<file path="src/rtl/mau_pkg.sv">
// mau_pkg: shared types and constants for the modular arithmetic unit
// no dependencies
package mau_pkg;

  localparam int unsigned VALUE_WIDTH_DEF = 31;
  localparam logic [30:0] MODULUS_RESET   = 31'd998244353;

  typedef enum logic [2:0] {
    OP_ADD = 3'd0,
    OP_SUB = 3'd1,
    OP_MUL = 3'd2,
    OP_DIV = 3'd3,
    OP_NEG = 3'd4,
    OP_INV = 3'd5
  } op_t;

  typedef enum logic [3:0] {
    ST_IDLE,
    ST_RED_A,
    ST_RED_B,
    ST_DISPATCH,
    ST_EU_DIV,
    ST_EU_UPD,
    ST_EU_FIX,
    ST_MUL,
    ST_MUL_RED,
    ST_DONE
  } state_t;

endpackage

</file>
<file path="src/rtl/modular_arithmetic_unit.sv">
// modular_arithmetic_unit: modular add/sub/mul/div/neg/inverse over a configurable modulus
// depends on mau_pkg
// every op first reduces both operands with a shared restoring divider (one quotient bit
// per cycle, W = VALUE_WIDTH); mul adds a shift-add multiply then 2W-bit reduction;
// inverse/divide add Euclid steps, each a divider pass plus an update, and divide then multiplies.
// busy stays high for the whole item, so one item at a time; out_valid pulses one cycle
// and cannot be stalled. synchronous active-low reset clears control state and sets the
// modulus to its reset value.
module modular_arithmetic_unit
  import mau_pkg::*;
#(
  parameter int unsigned VALUE_WIDTH = VALUE_WIDTH_DEF
) (
  input  logic                   clk,
  input  logic                   rst_n,
  input  logic                   start,
  output logic                   busy,
  input  logic [2:0]             in_req_type,
  input  logic [VALUE_WIDTH-1:0] in_operand_a,
  input  logic [VALUE_WIDTH-1:0] in_operand_b,
  output logic                   out_valid,
  output logic [VALUE_WIDTH-1:0] out_result,
  output logic                   out_zero_divisor,
  input  logic                   cfg_we,
  input  logic [VALUE_WIDTH-1:0] cfg_modulus
);

  localparam int unsigned W  = VALUE_WIDTH;
  localparam int unsigned W2 = 2 * VALUE_WIDTH;
  localparam int unsigned CW = $clog2(W2 + 1);
  // signed coefficient width: |s| stays below the modulus
  localparam int unsigned SW = W + 2;

  state_t state_r, state_nxt;

  logic [W-1:0]  mod_r;
  logic [2:0]    op_r;
  logic [W-1:0]  a_r, b_r;
  // shared restoring divider: dividend/quotient shift register and remainder
  logic [W2-1:0] dq_r;
  logic [W:0]    rem_r;
  logic [CW-1:0] cnt_r;
  logic          div_go_r;
  // euclid registers
  logic [W-1:0]  r1_r;
  logic signed [SW-1:0] s0_r, s1_r;
  // shift-add multiplier
  logic [W2-1:0] prod_r;
  logic [W-1:0]  mcand_r, mplier_r;
  logic [CW-1:0] mul_sh_r;
  logic          flag_r;
  logic [W-1:0]  res_r;
  logic          out_valid_r;

  logic          mod_small;
  assign mod_small = (mod_r < W'(2));

  // divisor of the shared divider
  logic [W-1:0] div_den;
  assign div_den = (state_r == ST_EU_DIV) ? r1_r : mod_r;

  // one restoring divider step
  logic [W:0] trial;
  logic [W:0] rem_sh;
  assign rem_sh = {rem_r[W-1:0], dq_r[W2-1]};
  assign trial  = rem_sh - {1'b0, div_den};

  logic div_done;
  assign div_done = (cnt_r == '0) && !div_go_r;

  assign busy             = (state_r != ST_IDLE);
  assign out_valid        = out_valid_r;
  assign out_result       = res_r;
  assign out_zero_divisor = flag_r;

  // modulus register
  always_ff @(posedge clk) begin
    if (!rst_n) begin
      mod_r <= MODULUS_RESET[W-1:0];
    end else if (cfg_we) begin
      mod_r <= cfg_modulus;
    end
  end

  // state register
  always_ff @(posedge clk) begin
    if (!rst_n) begin
      state_r <= ST_IDLE;
    end else begin
      state_r <= state_nxt;
    end
  end

  // datapath; remainder of the current division sits in rem_r
  logic [W-1:0] rem_w;
  logic [W-1:0] q_w;
  logic signed [SW+W:0] qs_prod;
  logic signed [SW-1:0] s_new;
  logic [W:0] sum_w;
  logic signed [SW-1:0] s_fix;
  assign rem_w   = rem_r[W-1:0];
  assign q_w     = dq_r[W-1:0];
  assign sum_w   = {1'b0, a_r} + {1'b0, b_r};
  // quotient times coefficient: narrow dependency, one multiply this cycle
  assign qs_prod = $signed({1'b0, q_w}) * s1_r;
  assign s_new   = s0_r - SW'(qs_prod);
  assign s_fix   = (s0_r < 0) ? s0_r + $signed({2'b00, mod_r}) : s0_r;

  // next state
  always_comb begin
    state_nxt = state_r;
    case (state_r)
      ST_IDLE:     if (start) state_nxt = ST_RED_A;
      ST_RED_A:    if (div_done) state_nxt = ST_RED_B;
      ST_RED_B:    if (div_done) state_nxt = ST_DISPATCH;
      ST_DISPATCH: begin
        if (mod_small) begin
          state_nxt = ST_DONE;
        end else begin
          case (op_r)
            OP_MUL: state_nxt = ST_MUL;
            OP_DIV: state_nxt = (b_r == '0) ? ST_MUL : ST_EU_DIV;
            OP_INV: state_nxt = (a_r == '0) ? ST_DONE : ST_EU_DIV;
            default: state_nxt = ST_DONE;
          endcase
        end
      end
      ST_EU_DIV:   if (div_done) state_nxt = ST_EU_UPD;
      ST_EU_UPD:   state_nxt = (rem_w == '0) ? ST_EU_FIX : ST_EU_DIV;
      ST_EU_FIX:   state_nxt = (op_r == OP_DIV) ? ST_MUL : ST_DONE;
      ST_MUL:      if (mplier_r == '0) state_nxt = ST_MUL_RED;
      ST_MUL_RED:  if (div_done) state_nxt = ST_DONE;
      ST_DONE:     state_nxt = ST_IDLE;
      default:     state_nxt = ST_IDLE;
    endcase
  end

  always_ff @(posedge clk) begin
    if (!rst_n) begin
      out_valid_r <= 1'b0;
      div_go_r    <= 1'b0;
      cnt_r       <= '0;
    end else begin
      out_valid_r <= 1'b0;
      // divider step engine
      if (div_go_r) begin
        div_go_r <= 1'b0;
      end else if (cnt_r != '0) begin
        cnt_r <= cnt_r - CW'(1);
        if (!trial[W]) begin
          rem_r <= trial;
          dq_r  <= {dq_r[W2-2:0], 1'b1};
        end else begin
          rem_r <= rem_sh;
          dq_r  <= {dq_r[W2-2:0], 1'b0};
        end
      end
      case (state_r)
        ST_IDLE: if (start) begin
          op_r     <= in_req_type;
          a_r      <= in_operand_a;
          b_r      <= in_operand_b;
          flag_r   <= 1'b0;
          res_r    <= '0;
          dq_r     <= {in_operand_a, {W{1'b0}}};
          rem_r    <= '0;
          cnt_r    <= CW'(W);
          div_go_r <= 1'b1;
        end
        ST_RED_A: if (div_done) begin
          a_r      <= rem_w;
          dq_r     <= {b_r, {W{1'b0}}};
          rem_r    <= '0;
          cnt_r    <= CW'(W);
          div_go_r <= 1'b1;
        end
        ST_RED_B: if (div_done) begin
          b_r <= rem_w;
        end
        ST_DISPATCH: begin
          if (mod_small) begin
            res_r  <= '0;
            flag_r <= (op_r == OP_DIV) || (op_r == OP_INV);
          end else begin
            case (op_r)
              OP_ADD: res_r <= (sum_w >= {1'b0, mod_r}) ? W'(sum_w - {1'b0, mod_r})
                                                        : sum_w[W-1:0];
              OP_SUB: res_r <= (a_r >= b_r) ? a_r - b_r : W'(sum_w + {1'b0, mod_r}
                                - {1'b0, b_r} - {1'b0, b_r});
              OP_NEG: res_r <= (a_r == '0) ? '0 : mod_r - a_r;
              OP_MUL: begin
                prod_r   <= '0;
                mcand_r  <= a_r;
                mplier_r <= b_r;
              end
              OP_DIV: begin
                if (b_r == '0) begin
                  flag_r   <= 1'b1;
                  prod_r   <= '0;
                  mcand_r  <= a_r;
                  mplier_r <= W'(1);
                end else begin
                  r1_r <= mod_r;
                end
              end
              OP_INV: begin
                if (a_r == '0) begin
                  flag_r <= 1'b1;
                  res_r  <= W'(1);
                end else begin
                  r1_r <= mod_r;
                end
              end
              default: res_r <= '0;
            endcase
            s0_r <= SW'(1);
            s1_r <= '0;
            if ((op_r == OP_DIV && b_r != '0) || (op_r == OP_INV && a_r != '0)) begin
              dq_r     <= {{W{1'b0}}, (op_r == OP_DIV) ? b_r : a_r} << W;
              rem_r    <= '0;
              cnt_r    <= CW'(W);
              div_go_r <= 1'b1;
            end
          end
        end
        ST_EU_UPD: begin
          // r0 <- r1, r1 <- r0 mod r1, s0 <- s1, s1 <- s0 - q*s1
          r1_r <= rem_w;
          s0_r <= s1_r;
          s1_r <= s_new;
          if (rem_w != '0) begin
            dq_r     <= {r1_r, {W{1'b0}}};
            rem_r    <= '0;
            cnt_r    <= CW'(W);
            div_go_r <= 1'b1;
          end
        end
        ST_EU_FIX: begin
          if (op_r == OP_DIV) begin
            prod_r   <= '0;
            mcand_r  <= a_r;
            mplier_r <= W'(s_fix);
          end else begin
            res_r <= W'(s_fix);
          end
        end
        ST_MUL: begin
          if (mplier_r == '0) begin
            dq_r     <= prod_r;
            rem_r    <= '0;
            cnt_r    <= CW'(W2);
            div_go_r <= 1'b1;
          end else begin
            if (mplier_r[0]) prod_r <= prod_r + (W2'(mcand_r) << mul_sh_r);
            mplier_r <= mplier_r >> 1;
          end
        end
        ST_MUL_RED: if (div_done) res_r <= rem_w;
        ST_DONE: out_valid_r <= 1'b1;
        default: ;
      endcase
    end
  end

  // multiplier shift position
  always_ff @(posedge clk) begin
    if (state_r != ST_MUL) begin
      mul_sh_r <= '0;
    end else begin
      mul_sh_r <= mul_sh_r + CW'(1);
    end
  end

  // a result transfer only ever leaves the final state
  assert property (@(posedge clk) disable iff (!rst_n)
    out_valid |-> $past(state_r) == ST_DONE)
    else $error("result strobe outside done");
  // result stays below the modulus unless modulus is tiny
  assert property (@(posedge clk) disable iff (!rst_n)
    out_valid && !mod_small |-> out_result < mod_r)
    else $error("result not reduced");
  // busy falls only in the cycle of a transfer
  assert property (@(posedge clk) disable iff (!rst_n)
    $fell(busy) |-> out_valid)
    else $error("busy dropped without result");

endmodule
</file>
<file path="config.mk">
export PLATFORM = sky130hd
export DESIGN_NAME = modular_arithmetic_unit
export DESIGN_NICKNAME = d
export VERILOG_FILES = /design/src/rtl/mau_pkg.sv /design/src/rtl/modular_arithmetic_unit.sv
export SDC_FILE = /design/constraint.sdc
export NUM_CORES = 2
export LEC_CHECK = 0
export BUFFER_PORTS_ARGS = -buffer_cell sky130_fd_sc_hd__buf_2
export CAP_MARGIN = 20
export CORE_ASPECT_RATIO = 0.6
export CORE_MARGIN = 10
export CORE_UTILIZATION = 41
export DETAILED_ROUTE_END_ITERATION = 8
export GPL_TIMING_DRIVEN = 0
export HOLD_SLACK_MARGIN = 0.12
export PLACE_DENSITY = 0.54
export SETUP_SLACK_MARGIN = 0.02
export SLEW_MARGIN = 20
export SYNTH_ARGS = -nofsm -noshare
export SYNTH_HDL_FRONTEND = slang
export SYNTH_SLANG_ARGS = --single-unit
</file>
<file path="constraint.sdc">
create_clock -name clk -period 6.9 [get_ports clk]
set_clock_uncertainty 0.1 [all_clocks]
set_input_delay 1.035 -clock clk [delete_from_list [all_inputs] [get_ports clk]]
set_output_delay 1.035 -clock clk [all_outputs]
set_load 0.05 [all_outputs]
</file>
==> reports/metrics.yaml <==
cp_max_fo: 10
syn_to_final_growth_pct: 15.26
worstSetupEndpointType: "flop"
crit_type: "reg2reg"
cp_common_cell: "fa_1"
clock.fmax_mhz: 124.1
clk_pin_slew_ns: 0.06
path_buf_inv: 6
ctsRootBufferMaster: "clkbuf_16"
yosys.area.top_type: "edfxtp_1"
arrival_ns: 8.47
place.gp.congestion: 1.051
num_io_pins: 134
grt_pass1_vias: 50130
drt_iter0_markers: 8044
drv_cap: 0
clkSinkCount: 460
synth_warnings: 0
cts_tree: "yes"
ys_seq_elements: 460
grt_pass1_wl_um: 403700
synth_cells: 6499
fillers: 13730
firstDrtPassIters: 8
period_needed_ns: 8.057
drc_errors: 0
vias: 54260
startpoint_type: "flop"
num_rows: 106
required_ns: 7.32
clk_latency_ns: 0.74
syn_nets: 7548
io_buffer_count: 132
finish.utilization_pct: 47.67
setup_slack_ns: -1.157
die-area_um2: 156600
final_cell_count_no_fill: 8864
start_util_pct: 41.36
maxSlewViolCount: 0
cts_max_path_buffers: 3
synth_edf_count: 411
setup_viol: 16
netlist.area_leader.share_pct: 21.39
drtAntennaViolNets: 0
final_hold_viol_count: 0
crit_family: "adder cells"
h-tree-depth: 2
avgSynthCellArea_um2: 8.879
die_x_um: 504.3
fin_crit_sh_pct: 116.8
wl_per_cell_um: 33.33
slew_headroom_pct: 14.83
synth.distinct_cells: 95
violations: "negative setup slack"
coreArea_um2: 139500
cts_buffers: 54
cp_slowest_stage_delay_ns: 0.53
die_y_um: 310.6
place_inst: 8543
hold_path.class: "reg2reg"
status: "finished, violations left"
synth_area_leaders: "edfxtp_1, fa_1, ha_1"
grt_usage_pct: 35.98
drive_above_1_share_pct: 12.05
drt_wl_total_um: 295400
rsz0062_at_grt: "true"
hpwl_um: 233400
avgViaCountPerCell: 6.122
gr-total-overflow: 0
synth-async-reset-ratio_pct: 0
fin_nets: 7942
antenna_found_initial: 44
ys_seq_area_share_pct: 23.09
grt_max_degree: 67
cp_slowest_cell: "edfxtp_1"
tightest_slew_ns: 1.278
synthFlopType: "edfxtp_1"
synth_area_um2: 57700
worst reg2reg max path, stage by stage (launching register included):
cell and delay (ns):
edfxtp_1 0.53, clkbuf_4 0.31, and2_4 0.19, fa_1 0.51
inv_2 0.04, fa_1 0.53, inv_1 0.05, fa_1 0.50
fa_1 0.44, fa_1 0.51, inv_2 0.04, fa_1 0.48
fa_1 0.50, inv_1 0.05, fa_1 0.49, inv_2 0.05
ha_4 0.21, a21o_1 0.17, a21o_1 0.19, a21o_1 0.20
a21o_1 0.19, a21o_1 0.21, a21oi_4 0.23, nor3b_4 0.34
a211oi_2 0.16, o211ai_1 0.25, a21oi_1 0.14, nor3b_4 0.28
kinds of logic (layout without fill, tap and decap cells):
logic type | after synthesis | after routing | share of synthesized area (%)
simple gates | 2008 | 2008 | 16.80
compound gates | 1365 | 1365 | 15.79
buf+inv | 1159 | 1598 | 7.645
fa+ha+maj | 949 | 949 | 27.17
flops | 460 | 460 | 23.09
xor+xnor | 319 | 319 | 4.842
mux | 239 | 239 | 4.660
other cells | 0 | 36 | 0
cells in the mapped netlist (56+ instances only):
cell	count
a211oi_1	68
a21o_1	122
a21oi_1	353
and2_1	373
clkbuf_1	266
edfxtp_1	411
fa_1	507
ha_1	442
inv_1	838
mux2i_1	173
nand2_1	671
nand3_1	64
nor2_1	432
nor2b_1	89
nor3_1	108
o21a_1	56
o21ai_0	275
xnor2_1	220
xor2_1	99
metrics by stage:
stage	hold WS (ns)	worst slack, ns	instance area (um^2)	TNS (ns)
finish	0.4756	-1.157	66510	-10.32
global route	0.4808	-1.323	66440	-14.38
CTS	0.4745	-1.031	65670	-8.581
detailed placement	0.4563	-2.751	61320	-69.63
global placement	0.4499	-3.249	60870	-471.95
floorplan	0.4063	-0.1557	57840	-0.3531
path summary, 6_finish.rpt:
check / slack (ns) / cells after the start / end / startpoint
max: -1.16 / 27 / s1_r[32] / s1_r[18]
min: 0.48 / 2 / mul_sh_r[1] / mul_sh_r[1]
max reg2reg: -1.16 / 27 / s1_r[32] / s1_r[18]
min reg2reg: 0.48 / 2 / mul_sh_r[1] / mul_sh_r[1]
area by class of cell:
cell class	count	area, um^2	area share (%)
multi-input combinational	4880	41020	61.67
inverter	842	3161	4.752
sequential	460	13320	20.03
clock inverter	38	481.7	0.7243
clock buffer	63	1445	2.173
buffer	309	1888	2.839
timing repair buffer	346	2740	4.120
antenna	36	90.09	0.1354
tap	1890	2365	3.556
sequential cells by signal, indices dropped and copies added, names as in the netlist:
name	flops
mcand_r	31
mod_r	31
rem_r	31
out_valid	1
mul_sh_r	6
div_go_r	1
cnt_r	6
a_r	31
op_r	3
s0_r	33
b_r	31
r1_r	31
dq_r	62
out_zero_divisor	1
s1_r	33
out_result	31
mplier_r	31
prod_r	62
state_r	4
timing repair:
action | in CTS | in global routing
gates resized for setup | 302 | 99
gates cloned | 0 | 1
pin swaps | 67 | 57
hold buffers | 0 | 0
endpoints found under the setup margin | 67 | 67
setup buffers | 149 | 41
layer usage:
| layer | vias to the layer above | global-route usage [%] | part of all wire (%) |
|---|---|---|---|
| met2 | 3690 | 40.72 | 33 |
| met3 | 357 | 22.34 | 19 |
| met1 | 27140 | 54.45 | 45 |
| met4 | 18 | 7.922 | 2.4 |
| li1 | 23060 | - | - |
| met5 | - | 1.758 | 0.21 |
cell usage in the layout, fill, tap and decap left out, types with 35 or more instances in the layout:
cell type / count
a211oi_1: 65
a21boi_0: 38
a21o_1: 122
a21oi_1: 341
a221o_1: 36
a31oi_1: 37
and2_1: 368
buf_2: 155
buf_4: 179
clkbuf_1: 175
clkbuf_16: 66
dfxtp_1: 49
diode_2: 36
edfxtp_1: 411
fa_1: 503
ha_1: 422
inv_1: 818
mux2_2: 46
mux2i_1: 169
nand2_1: 664
nand2b_1: 42
nand3_1: 60
nand4_1: 35
nor2_1: 417
nor2b_1: 86
nor3_1: 99
nor4_1: 48
o21a_1: 54
o21ai_0: 263
o21bai_1: 48
o221ai_1: 43
o22ai_1: 35
xnor2_1: 211
xor2_1: 97
Power is left out: the tool's default activity adds up to more than one toggle a clock period on the data nets, which glitch-free logic cannot reach.
